<file path="src/urlpd_pkg.sv">
// Shared types, codes and helpers for the URL-encoded pair decoder.
// Used by urlpd_decode, urlpd_emit and urlencoded_pair_decoder.
`timescale 1ns / 1ps
`default_nettype none

package urlpd_pkg;

  localparam logic [7:0] NameLimitReset = 8'd31;
  localparam logic [7:0] ChPercent      = 8'h25;
  localparam logic [7:0] ChPlus         = 8'h2B;
  localparam logic [7:0] ChAmp          = 8'h26;
  localparam logic [7:0] ChEqual        = 8'h3D;
  localparam logic [7:0] ChQuestion     = 8'h3F;
  localparam logic [7:0] ChSpace        = 8'h20;

  localparam logic CfgQueryMode = 1'b0;
  localparam logic CfgNameLimit = 1'b1;

  localparam logic [2:0] KindPath    = 3'd0;
  localparam logic [2:0] KindName    = 3'd1;
  localparam logic [2:0] KindValue   = 3'd2;
  localparam logic [2:0] KindPathEnd = 3'd3;
  localparam logic [2:0] KindNameEnd = 3'd4;
  localparam logic [2:0] KindPairEnd = 3'd5;

  typedef enum logic [2:0] {
    PH_PATH  = 3'b001,
    PH_NAME  = 3'b010,
    PH_VALUE = 3'b100
  } phase_t;

  typedef struct packed {
    logic [7:0] out_byte;
    logic [2:0] kind;
    logic       malformed;
    logic       name_cut;
  } res_t;

  // up to three results caused by one input beat
  typedef struct packed {
    logic [1:0]       count;
    res_t [2:0]       res;
  } bundle_t;

  // {bad, nibble}: bad set for a non-hex character, nibble then zero
  function automatic logic [4:0] hex_nibble(input logic [7:0] c);
    logic [7:0] d;
    begin
      d = 8'd0;
      if (c inside {[8'h30:8'h39]}) begin
        d = c - 8'h30;
      end else if (c inside {[8'h61:8'h66]}) begin
        d = c - 8'h57;
      end else if (c inside {[8'h41:8'h46]}) begin
        d = c - 8'h37;
      end else begin
        d = 8'h10;
      end
      hex_nibble = d[4:0];
    end
  endfunction

endpackage

`default_nettype wire

</file>
<file path="src/urlpd_decode.sv">
// Decoder state and per-beat decision logic: builds the result bundle for one
// input beat and updates the parse state. Depends on urlpd_pkg.
`timescale 1ns / 1ps
`default_nettype none

module urlpd_decode (
  input  wire logic              clk,
  input  wire logic              rst_n,
  input  wire logic              cfg_we,
  input  wire logic              cfg_index,
  input  wire logic [7:0]        cfg_data,
  input  wire logic              in_fire,
  input  wire logic [7:0]        in_data_byte,
  input  wire logic              in_is_end,
  output urlpd_pkg::bundle_t     bnd
);

  logic               query_mode_r, query_mode_nxt;
  logic [7:0]         name_limit_r, name_limit_nxt;
  urlpd_pkg::phase_t  phase_r, phase_nxt;
  logic [1:0]         esc_cnt_r, esc_cnt_nxt;
  logic [7:0]         esc_val_r, esc_val_nxt;
  logic               esc_bad_r, esc_bad_nxt;
  logic [7:0]         name_len_r, name_len_nxt;
  logic               pair_open_r, pair_open_nxt;
  logic               name_over_r, name_over_nxt;

  urlpd_pkg::phase_t  ph;
  logic [2:0]         bkind;
  logic               delim;
  logic               go_on;
  logic [4:0]         hx;
  logic [1:0]         n;

  always_comb begin
    query_mode_nxt = query_mode_r;
    name_limit_nxt = name_limit_r;
    phase_nxt      = phase_r;
    esc_cnt_nxt    = esc_cnt_r;
    esc_val_nxt    = esc_val_r;
    esc_bad_nxt    = esc_bad_r;
    name_len_nxt   = name_len_r;
    pair_open_nxt  = pair_open_r;
    name_over_nxt  = name_over_r;
    bnd            = '0;
    n              = 2'd0;
    go_on          = 1'b1;
    hx             = urlpd_pkg::hex_nibble(in_data_byte);

    case (phase_r)
      urlpd_pkg::PH_PATH:  ph = urlpd_pkg::PH_PATH;
      urlpd_pkg::PH_VALUE: ph = urlpd_pkg::PH_VALUE;
      default:             ph = urlpd_pkg::PH_NAME;
    endcase

    case (ph)
      urlpd_pkg::PH_PATH:  bkind = urlpd_pkg::KindPath;
      urlpd_pkg::PH_NAME:  bkind = urlpd_pkg::KindName;
      default:             bkind = urlpd_pkg::KindValue;
    endcase

    delim = in_is_end
         || (ph == urlpd_pkg::PH_PATH && in_data_byte == urlpd_pkg::ChQuestion)
         || (ph == urlpd_pkg::PH_NAME && (in_data_byte == urlpd_pkg::ChEqual
                                       || in_data_byte == urlpd_pkg::ChAmp))
         || (ph == urlpd_pkg::PH_VALUE && in_data_byte == urlpd_pkg::ChAmp);

    if (cfg_we) begin
      if (cfg_index == urlpd_pkg::CfgQueryMode) begin
        query_mode_nxt = cfg_data[0];
        phase_nxt      = cfg_data[0] ? urlpd_pkg::PH_PATH : urlpd_pkg::PH_NAME;
        esc_cnt_nxt    = 2'd0;
        esc_val_nxt    = 8'd0;
        esc_bad_nxt    = 1'b0;
        name_len_nxt   = 8'd0;
        pair_open_nxt  = 1'b0;
        name_over_nxt  = 1'b0;
      end else begin
        name_limit_nxt = cfg_data;
      end
    end else if (in_fire) begin
      phase_nxt = ph;
      if (esc_cnt_r != 2'd0) begin
        if (delim) begin
          // escape cut short: flush what was gathered, then act on the delimiter
          bnd.res[n] = '{out_byte: esc_val_r, kind: bkind, malformed: 1'b1,
                         name_cut: 1'b0};
          n = n + 2'd1;
          esc_cnt_nxt = 2'd0;
          esc_val_nxt = 8'd0;
          esc_bad_nxt = 1'b0;
        end else begin
          go_on = 1'b0;
          esc_val_nxt = {esc_val_r[3:0], hx[4] ? 4'd0 : hx[3:0]};
          esc_bad_nxt = esc_bad_r | hx[4];
          if (esc_cnt_r == 2'd1) begin
            esc_cnt_nxt = 2'd2;
          end else begin
            bnd.res[n] = '{out_byte: esc_val_nxt, kind: bkind,
                           malformed: esc_bad_nxt, name_cut: 1'b0};
            n = n + 2'd1;
            esc_cnt_nxt = 2'd0;
            esc_val_nxt = 8'd0;
            esc_bad_nxt = 1'b0;
          end
        end
      end

      if (go_on) begin
        if (delim && (in_is_end || ph != urlpd_pkg::PH_PATH)
            && !(ph == urlpd_pkg::PH_NAME && !in_is_end
                 && in_data_byte == urlpd_pkg::ChEqual)
            && ph != urlpd_pkg::PH_PATH) begin
          // close the pair
          if (pair_open_r) begin
            if (ph == urlpd_pkg::PH_NAME) begin
              bnd.res[n] = '{out_byte: 8'd0, kind: urlpd_pkg::KindNameEnd,
                             malformed: 1'b0, name_cut: name_over_r};
              n = n + 2'd1;
            end
            bnd.res[n] = '{out_byte: 8'd0, kind: urlpd_pkg::KindPairEnd,
                           malformed: 1'b0, name_cut: name_over_r};
            n = n + 2'd1;
          end
          pair_open_nxt = 1'b0;
          name_len_nxt  = 8'd0;
          name_over_nxt = 1'b0;
          phase_nxt     = urlpd_pkg::PH_NAME;
        end else if (delim && ph == urlpd_pkg::PH_PATH) begin
          bnd.res[n] = '{out_byte: 8'd0, kind: urlpd_pkg::KindPathEnd,
                         malformed: 1'b0, name_cut: 1'b0};
          n = n + 2'd1;
          phase_nxt = urlpd_pkg::PH_NAME;
        end else if (delim) begin
          // '=' in the name phase
          pair_open_nxt = 1'b1;
          bnd.res[n] = '{out_byte: 8'd0, kind: urlpd_pkg::KindNameEnd,
                         malformed: 1'b0, name_cut: name_over_r};
          n = n + 2'd1;
          phase_nxt = urlpd_pkg::PH_VALUE;
        end else if (ph == urlpd_pkg::PH_NAME && !query_mode_r) begin
          pair_open_nxt = 1'b1;
          if (name_len_r < name_limit_r) begin
            bnd.res[n] = '{out_byte: in_data_byte, kind: urlpd_pkg::KindName,
                           malformed: 1'b0, name_cut: 1'b0};
            n = n + 2'd1;
            name_len_nxt = name_len_r + 8'd1;
          end else begin
            name_over_nxt = 1'b1;
          end
        end else begin
          if (ph == urlpd_pkg::PH_NAME) begin
            pair_open_nxt = 1'b1;
          end
          if (in_data_byte == urlpd_pkg::ChPlus) begin
            bnd.res[n] = '{out_byte: urlpd_pkg::ChSpace, kind: bkind,
                           malformed: 1'b0, name_cut: 1'b0};
            n = n + 2'd1;
          end else if (in_data_byte == urlpd_pkg::ChPercent) begin
            esc_cnt_nxt = 2'd1;
            esc_val_nxt = 8'd0;
            esc_bad_nxt = 1'b0;
          end else begin
            bnd.res[n] = '{out_byte: in_data_byte, kind: bkind,
                           malformed: 1'b0, name_cut: 1'b0};
            n = n + 2'd1;
          end
        end

        // end of string: restart the stream
        if (in_is_end) begin
          phase_nxt     = query_mode_r ? urlpd_pkg::PH_PATH : urlpd_pkg::PH_NAME;
          esc_cnt_nxt   = 2'd0;
          esc_val_nxt   = 8'd0;
          esc_bad_nxt   = 1'b0;
          name_len_nxt  = 8'd0;
          pair_open_nxt = 1'b0;
          name_over_nxt = 1'b0;
        end
      end
      bnd.count = n;
    end
  end

  always_ff @(posedge clk) begin
    if (!rst_n) begin
      query_mode_r <= 1'b0;
      name_limit_r <= urlpd_pkg::NameLimitReset;
      phase_r      <= urlpd_pkg::PH_NAME;
      esc_cnt_r    <= 2'd0;
      esc_val_r    <= 8'd0;
      esc_bad_r    <= 1'b0;
      name_len_r   <= 8'd0;
      pair_open_r  <= 1'b0;
      name_over_r  <= 1'b0;
    end else begin
      query_mode_r <= query_mode_nxt;
      name_limit_r <= name_limit_nxt;
      phase_r      <= phase_nxt;
      esc_cnt_r    <= esc_cnt_nxt;
      esc_val_r    <= esc_val_nxt;
      esc_bad_r    <= esc_bad_nxt;
      name_len_r   <= name_len_nxt;
      pair_open_r  <= pair_open_nxt;
      name_over_r  <= name_over_nxt;
    end
  end

endmodule

`default_nettype wire

</file>
<file path="src/urlpd_emit.sv">
// Result side: a pending bundle register feeding a serializer that sends one
// result beat per cycle while out_stall is low. Depends on urlpd_pkg.
`timescale 1ns / 1ps
`default_nettype none

module urlpd_emit (
  input  wire logic               clk,
  input  wire logic               rst_n,
  input  wire logic               load,
  input  wire urlpd_pkg::bundle_t bnd,
  output logic                    busy,
  output logic                    out_valid,
  input  wire logic               out_stall,
  output logic [7:0]              out_out_byte,
  output logic [2:0]              out_kind,
  output logic                    out_malformed,
  output logic                    out_name_cut,
  output logic                    out_last_result
);

  logic                pend_valid_r, pend_valid_nxt;
  urlpd_pkg::bundle_t  pend_r;
  logic                ser_valid_r, ser_valid_nxt;
  urlpd_pkg::bundle_t  ser_r;
  logic [1:0]          idx_r, idx_nxt;
  logic                last;
  logic                ser_done;
  logic                ser_free;
  logic                xfer;
  urlpd_pkg::res_t     cur;

  assign cur      = ser_r.res[idx_r];
  assign last     = (idx_r == ser_r.count - 2'd1);
  assign ser_done = ser_valid_r && !out_stall && last;
  assign ser_free = !ser_valid_r || ser_done;
  assign xfer     = pend_valid_r && ser_free;
  assign busy     = pend_valid_r && !ser_free;

  assign out_valid       = ser_valid_r;
  assign out_out_byte    = cur.out_byte;
  assign out_kind        = cur.kind;
  assign out_malformed   = cur.malformed;
  assign out_name_cut    = cur.name_cut;
  assign out_last_result = last;

  always_comb begin
    pend_valid_nxt = pend_valid_r;
    ser_valid_nxt  = ser_valid_r;
    idx_nxt        = idx_r;
    if (ser_valid_r && !out_stall) begin
      idx_nxt = idx_r + 2'd1;
    end
    if (ser_done) begin
      ser_valid_nxt = 1'b0;
    end
    if (xfer) begin
      ser_valid_nxt  = 1'b1;
      idx_nxt        = 2'd0;
      pend_valid_nxt = 1'b0;
    end
    if (load) begin
      pend_valid_nxt = 1'b1;
    end
  end

  always_ff @(posedge clk) begin
    if (!rst_n) begin
      pend_valid_r <= 1'b0;
      ser_valid_r  <= 1'b0;
      idx_r        <= 2'd0;
    end else begin
      pend_valid_r <= pend_valid_nxt;
      ser_valid_r  <= ser_valid_nxt;
      idx_r        <= idx_nxt;
    end
  end

  // payload: hold unless a new bundle moves in
  always_ff @(posedge clk) begin
    if (load) begin
      pend_r <= bnd;
    end
    if (xfer) begin
      ser_r <= pend_r;
    end
  end

endmodule

`default_nettype wire

</file>
<file path="src/urlencoded_pair_decoder.sv">
// URL-encoded pair decoder, top level. Depends on urlpd_pkg, urlpd_decode
// and urlpd_emit.
// Result path: pending bundle register, then serializer register, then out.
// Throughput: one input beat per cycle while in_stall is low; a beat causing k
// results (k up to 3) holds the serializer until all are sent; zero results, no hold.
// Reset (rst_n low, synchronous): form mode, name limit 31, stream at start.
`timescale 1ns / 1ps
`default_nettype none

module urlencoded_pair_decoder (
  input  wire logic        clk,
  input  wire logic        rst_n,
  input  wire logic        in_valid,
  output logic             in_stall,
  input  wire logic [7:0]  in_data_byte,
  input  wire logic        in_is_end,
  output logic             out_valid,
  input  wire logic        out_stall,
  output logic [7:0]       out_out_byte,
  output logic [2:0]       out_kind,
  output logic             out_malformed,
  output logic             out_name_cut,
  output logic             out_last_result,
  input  wire logic        cfg_valid,
  output logic             cfg_ready,
  input  wire logic        cfg_index,
  input  wire logic [7:0]  cfg_data
);

  logic                in_fire;
  logic                cfg_we;
  logic                busy;
  urlpd_pkg::bundle_t  bnd;

  assign cfg_ready = 1'b1;
  assign cfg_we    = cfg_valid && cfg_ready;
  // hold input beats off while a register write goes in
  assign in_stall  = busy || cfg_valid;
  assign in_fire   = in_valid && !in_stall;

  urlpd_decode u_decode (
    .clk          (clk),
    .rst_n        (rst_n),
    .cfg_we       (cfg_we),
    .cfg_index    (cfg_index),
    .cfg_data     (cfg_data),
    .in_fire      (in_fire),
    .in_data_byte (in_data_byte),
    .in_is_end    (in_is_end),
    .bnd          (bnd)
  );

  urlpd_emit u_emit (
    .clk             (clk),
    .rst_n           (rst_n),
    .load            (in_fire && !cfg_we && bnd.count != 2'd0),
    .bnd             (bnd),
    .busy            (busy),
    .out_valid       (out_valid),
    .out_stall       (out_stall),
    .out_out_byte    (out_out_byte),
    .out_kind        (out_kind),
    .out_malformed   (out_malformed),
    .out_name_cut    (out_name_cut),
    .out_last_result (out_last_result)
  );

endmodule

`default_nettype wire

</file>
<file path="config.mk">
export PLATFORM = sky130hd
export DESIGN_NAME = urlencoded_pair_decoder
export DESIGN_NICKNAME = d
export VERILOG_FILES = /design/src/urlpd_pkg.sv /design/src/urlpd_decode.sv /design/src/urlpd_emit.sv /design/src/urlencoded_pair_decoder.sv
export SDC_FILE = /design/constraint.sdc
export NUM_CORES = 1
export LEC_CHECK = 0
export CORE_ASPECT_RATIO = 0.7
export CORE_MARGIN = 3
export CORE_UTILIZATION = 45
export DETAILED_ROUTE_END_ITERATION = 10
export DONT_BUFFER_PORTS = 1
export PLACE_DENSITY = 0.71
export SYNTH_ARGS = -nofsm -noshare
export SYNTH_HDL_FRONTEND = slang
export SYNTH_SLANG_ARGS = --single-unit
</file>
<file path="constraint.sdc">
create_clock -name clk -period 4.6 [get_ports clk]
set_input_delay 1.15 -clock clk [delete_from_list [all_inputs] [get_ports clk]]
set_output_delay 1.15 -clock clk [all_outputs]
set_load 0.01 [all_outputs]
</file>
==> metrics.txt <==
diodes inserted=0; RSZ-0062 raised after global routing=false; max-slew violation count=0; detailed-route vias per instance=6.032; sequential area share after synthesis=47.93%; status=finished, final reports clean; Syn-to-layout area delta=9.229%; first-pass GRT wire length=20.43 mm; post-route cell area=5657 um^2; Final Cycle Share=90.87%; final number of setup-violating endpoints=0; clock latency on the worst-skew pair=0.34 ns; Avg Cell Area, Syn=9.662 um^2; Post-CTS Hold Buffers=0; largest net degree at the start of global routing=31; Crit Path Class=in -> reg; Rel. slew slack=30.69%; WP data arrival=4.18 ns; drt drc=0; leak pwr=2.041 nW; largest buffer count on any clock path=2; Critical Path Sink Type=flip-flop; Synth warnings=0; Post-CTS Repair Setup Buffers=0; Syn Inst Count=536; routed vias=4192; Unique masters post-synth=71; Post-synth top cells=edfxtp_1 (58), nand2_1 (58), nor2_1 (45), o21ai_0 (42), a21oi_1 (41); Critical Path RT=4.60 ns; # rows=32; total grt overflow=0; clk sinks=95; EDFF count, synth=58; initial core utilization=46.53%; antenna violations before repair=0; DRT Wirelength=13.00 mm; #FFs+latches synth=95; Die H=95.76 um; min-delay worst type=reg -> reg; Die W=134.2 um; detailed placement HPWL=9.584 mm; dpl cell area=5355 um^2; Cell Pwr Density=328.0 nW/um^2; cts repair resizes=0; TritonCTS Buffers=9; I/O pins=40; max-cap viol count=0; Hold Vio Cnt, Final=0; die area=12850 um^2; hold slack=0.4207 ns; Total GRT Usage=20.50%; first drt pass iteration count=5; post-route ant nets=0; Root Driver=clkbuf_16; vias in the first global route=3857; worst-margin pin slew=1.025 ns; CTS tree=yes; Async S/R FF share, synth=0%; H-tree depth=3; port bufs=0; cell area after synthesis=5179 um^2; gpl congestion=0.9799; crit path max fanout=29; final setup TNS=0 ns; Post-synth top flop=edfxtp_1; VDD IR-drop max=268.4 uV; Core Region=11130 um^2; Synth top area share=33.63%; layout cells sized above 1=7.934%; WL/cell=18.71 um; Fmax=239.2 MHz; CTS clock-pin slew for the worst setup and hold paths=0.07 ns; critical path launch point type=primary input; crit path time final=4.180 ns; biggest area consumer among synthesized cells=edfxtp_1; First DRT Iteration DRCs=400; clock skew=0.008322 ns; Nets=578; cells taking the most area after synthesis=edfxtp_1 (34%), dfxtp_1 (14%), ha_1 (4.3%), nand2_1 (4.2%), o21ai_0 (4.1%)
registers in the layout, indices dropped and copies added (netlist names):
name                   count
u_decode.name_len_r        8
u_decode.esc_cnt_r         2
u_decode.name_over_r       1
u_decode.esc_val_r         8
u_decode.phase_r           3
u_emit.pend_r             29
u_emit.pend_valid_r        1
u_emit.idx_r               2
u_decode.query_mode_r      1
u_emit.ser_r              29
u_emit.out_valid           1
u_decode.esc_bad_r         1
u_decode.name_limit_r      8
u_decode.pair_open_r       1
area by class of cell:
type / instances / area, um^2
multi-input combinational: 399 / 2520
timing repair buffer: 11 / 82.58
sequential: 95 / 2482
clock inverter: 7 / 76.32
fill: 1071 / 5474
tap: 153 / 191.4
clock buffer: 9 / 225.2
inverter: 21 / 78.83
per-stage QoR:
stage	instances	setup slack, ns	util [%]	total power (W)
after floorplan	543	0.1069	-	0.001090
after global placement	679	0.2314	48.11	0.001122
after detailed placement	679	0.1172	48.11	0.001127
after CTS	695	0.4777	50.82	0.001867
after global routing	695	0.1838	50.82	0.001918
final	695	0.4199	50.82	0.001855
cells by family after synthesis:
kind of cell,count (synthesis),share of synthesized area (%)
compound gates,158,20.30
xor+xnor,8,1.498
fa+ha+maj,18,4.349
buf+inv,49,4.107
flops,95,47.93
mux,16,3.092
other cells,2,0.1450
simple gates,190,18.58
critical path, stage by stage:
cell,delay (ns)
inv_1,0.08
ha_1,0.21
or3b_1,0.37
a22o_1,0.25
a21oi_1,0.24
nor2_1,0.10
inv_1,0.09
ha_1,0.13
or3b_2,0.43
a211o_1,0.31
a31oi_1,0.19
o21ai_0,0.25
nand2_4,0.37
power breakdown:
part | switching (W) | internal [W]
Combinational | 0.000110 | 0.0000554
Clock | 0.000356 | 0.000388
Sequential | 0.0000138 | 0.000932
cell usage in the layout (no fill, tap or decap), drive strengths merged, types with 6 or more instances in the layout:
master,instances
mux2i,16
nor2b,11
nor3b,6
dfxtp,37
inv,25
a21oi,41
a22o,7
nor3,7
o21ai,44
and2,6
edfxtp,58
nor2,46
nand2,58
nand2b,8
clkbuf,9
o211ai,7
a22oi,8
xnor2,6
buf,11
nand3b,7
a31oi,6
nand3,12
conb,9
ha,18
and3,7
a21boi,6
worst paths after layout:
| kind | slack (ns) | from | cells after the start | end |
|---|---|---|---|---|
| min | 0.42 | u_emit.pend_r[3]$_SDFFCE_PP0P_ | 0 | u_emit.ser_r[3]$_DFFE_PP_ |
| max reg2reg | 0.80 | u_decode.phase_r[0]$_SDFFE_PN0P_ | 11 | u_emit.pend_r[18]$_SDFFCE_PP0P_ |
| max | 0.42 | in_data_byte[0] | 13 | u_emit.pend_r[18]$_SDFFCE_PP0P_ |
| min reg2reg | 0.42 | u_emit.pend_r[3]$_SDFFCE_PP0P_ | 0 | u_emit.ser_r[3]$_DFFE_PP_ |
layer usage:
metal,GRT usage [%],vias to the layer above,part of all wire (%)
met2,29.60,210,41
met3,6.165,14,9.9
met4,5.339,0,1.2
li1,-,1974,-
met5,0,-,0
met1,30.02,1994,48
No activity file was read; power rests on OpenSTA's default activity.
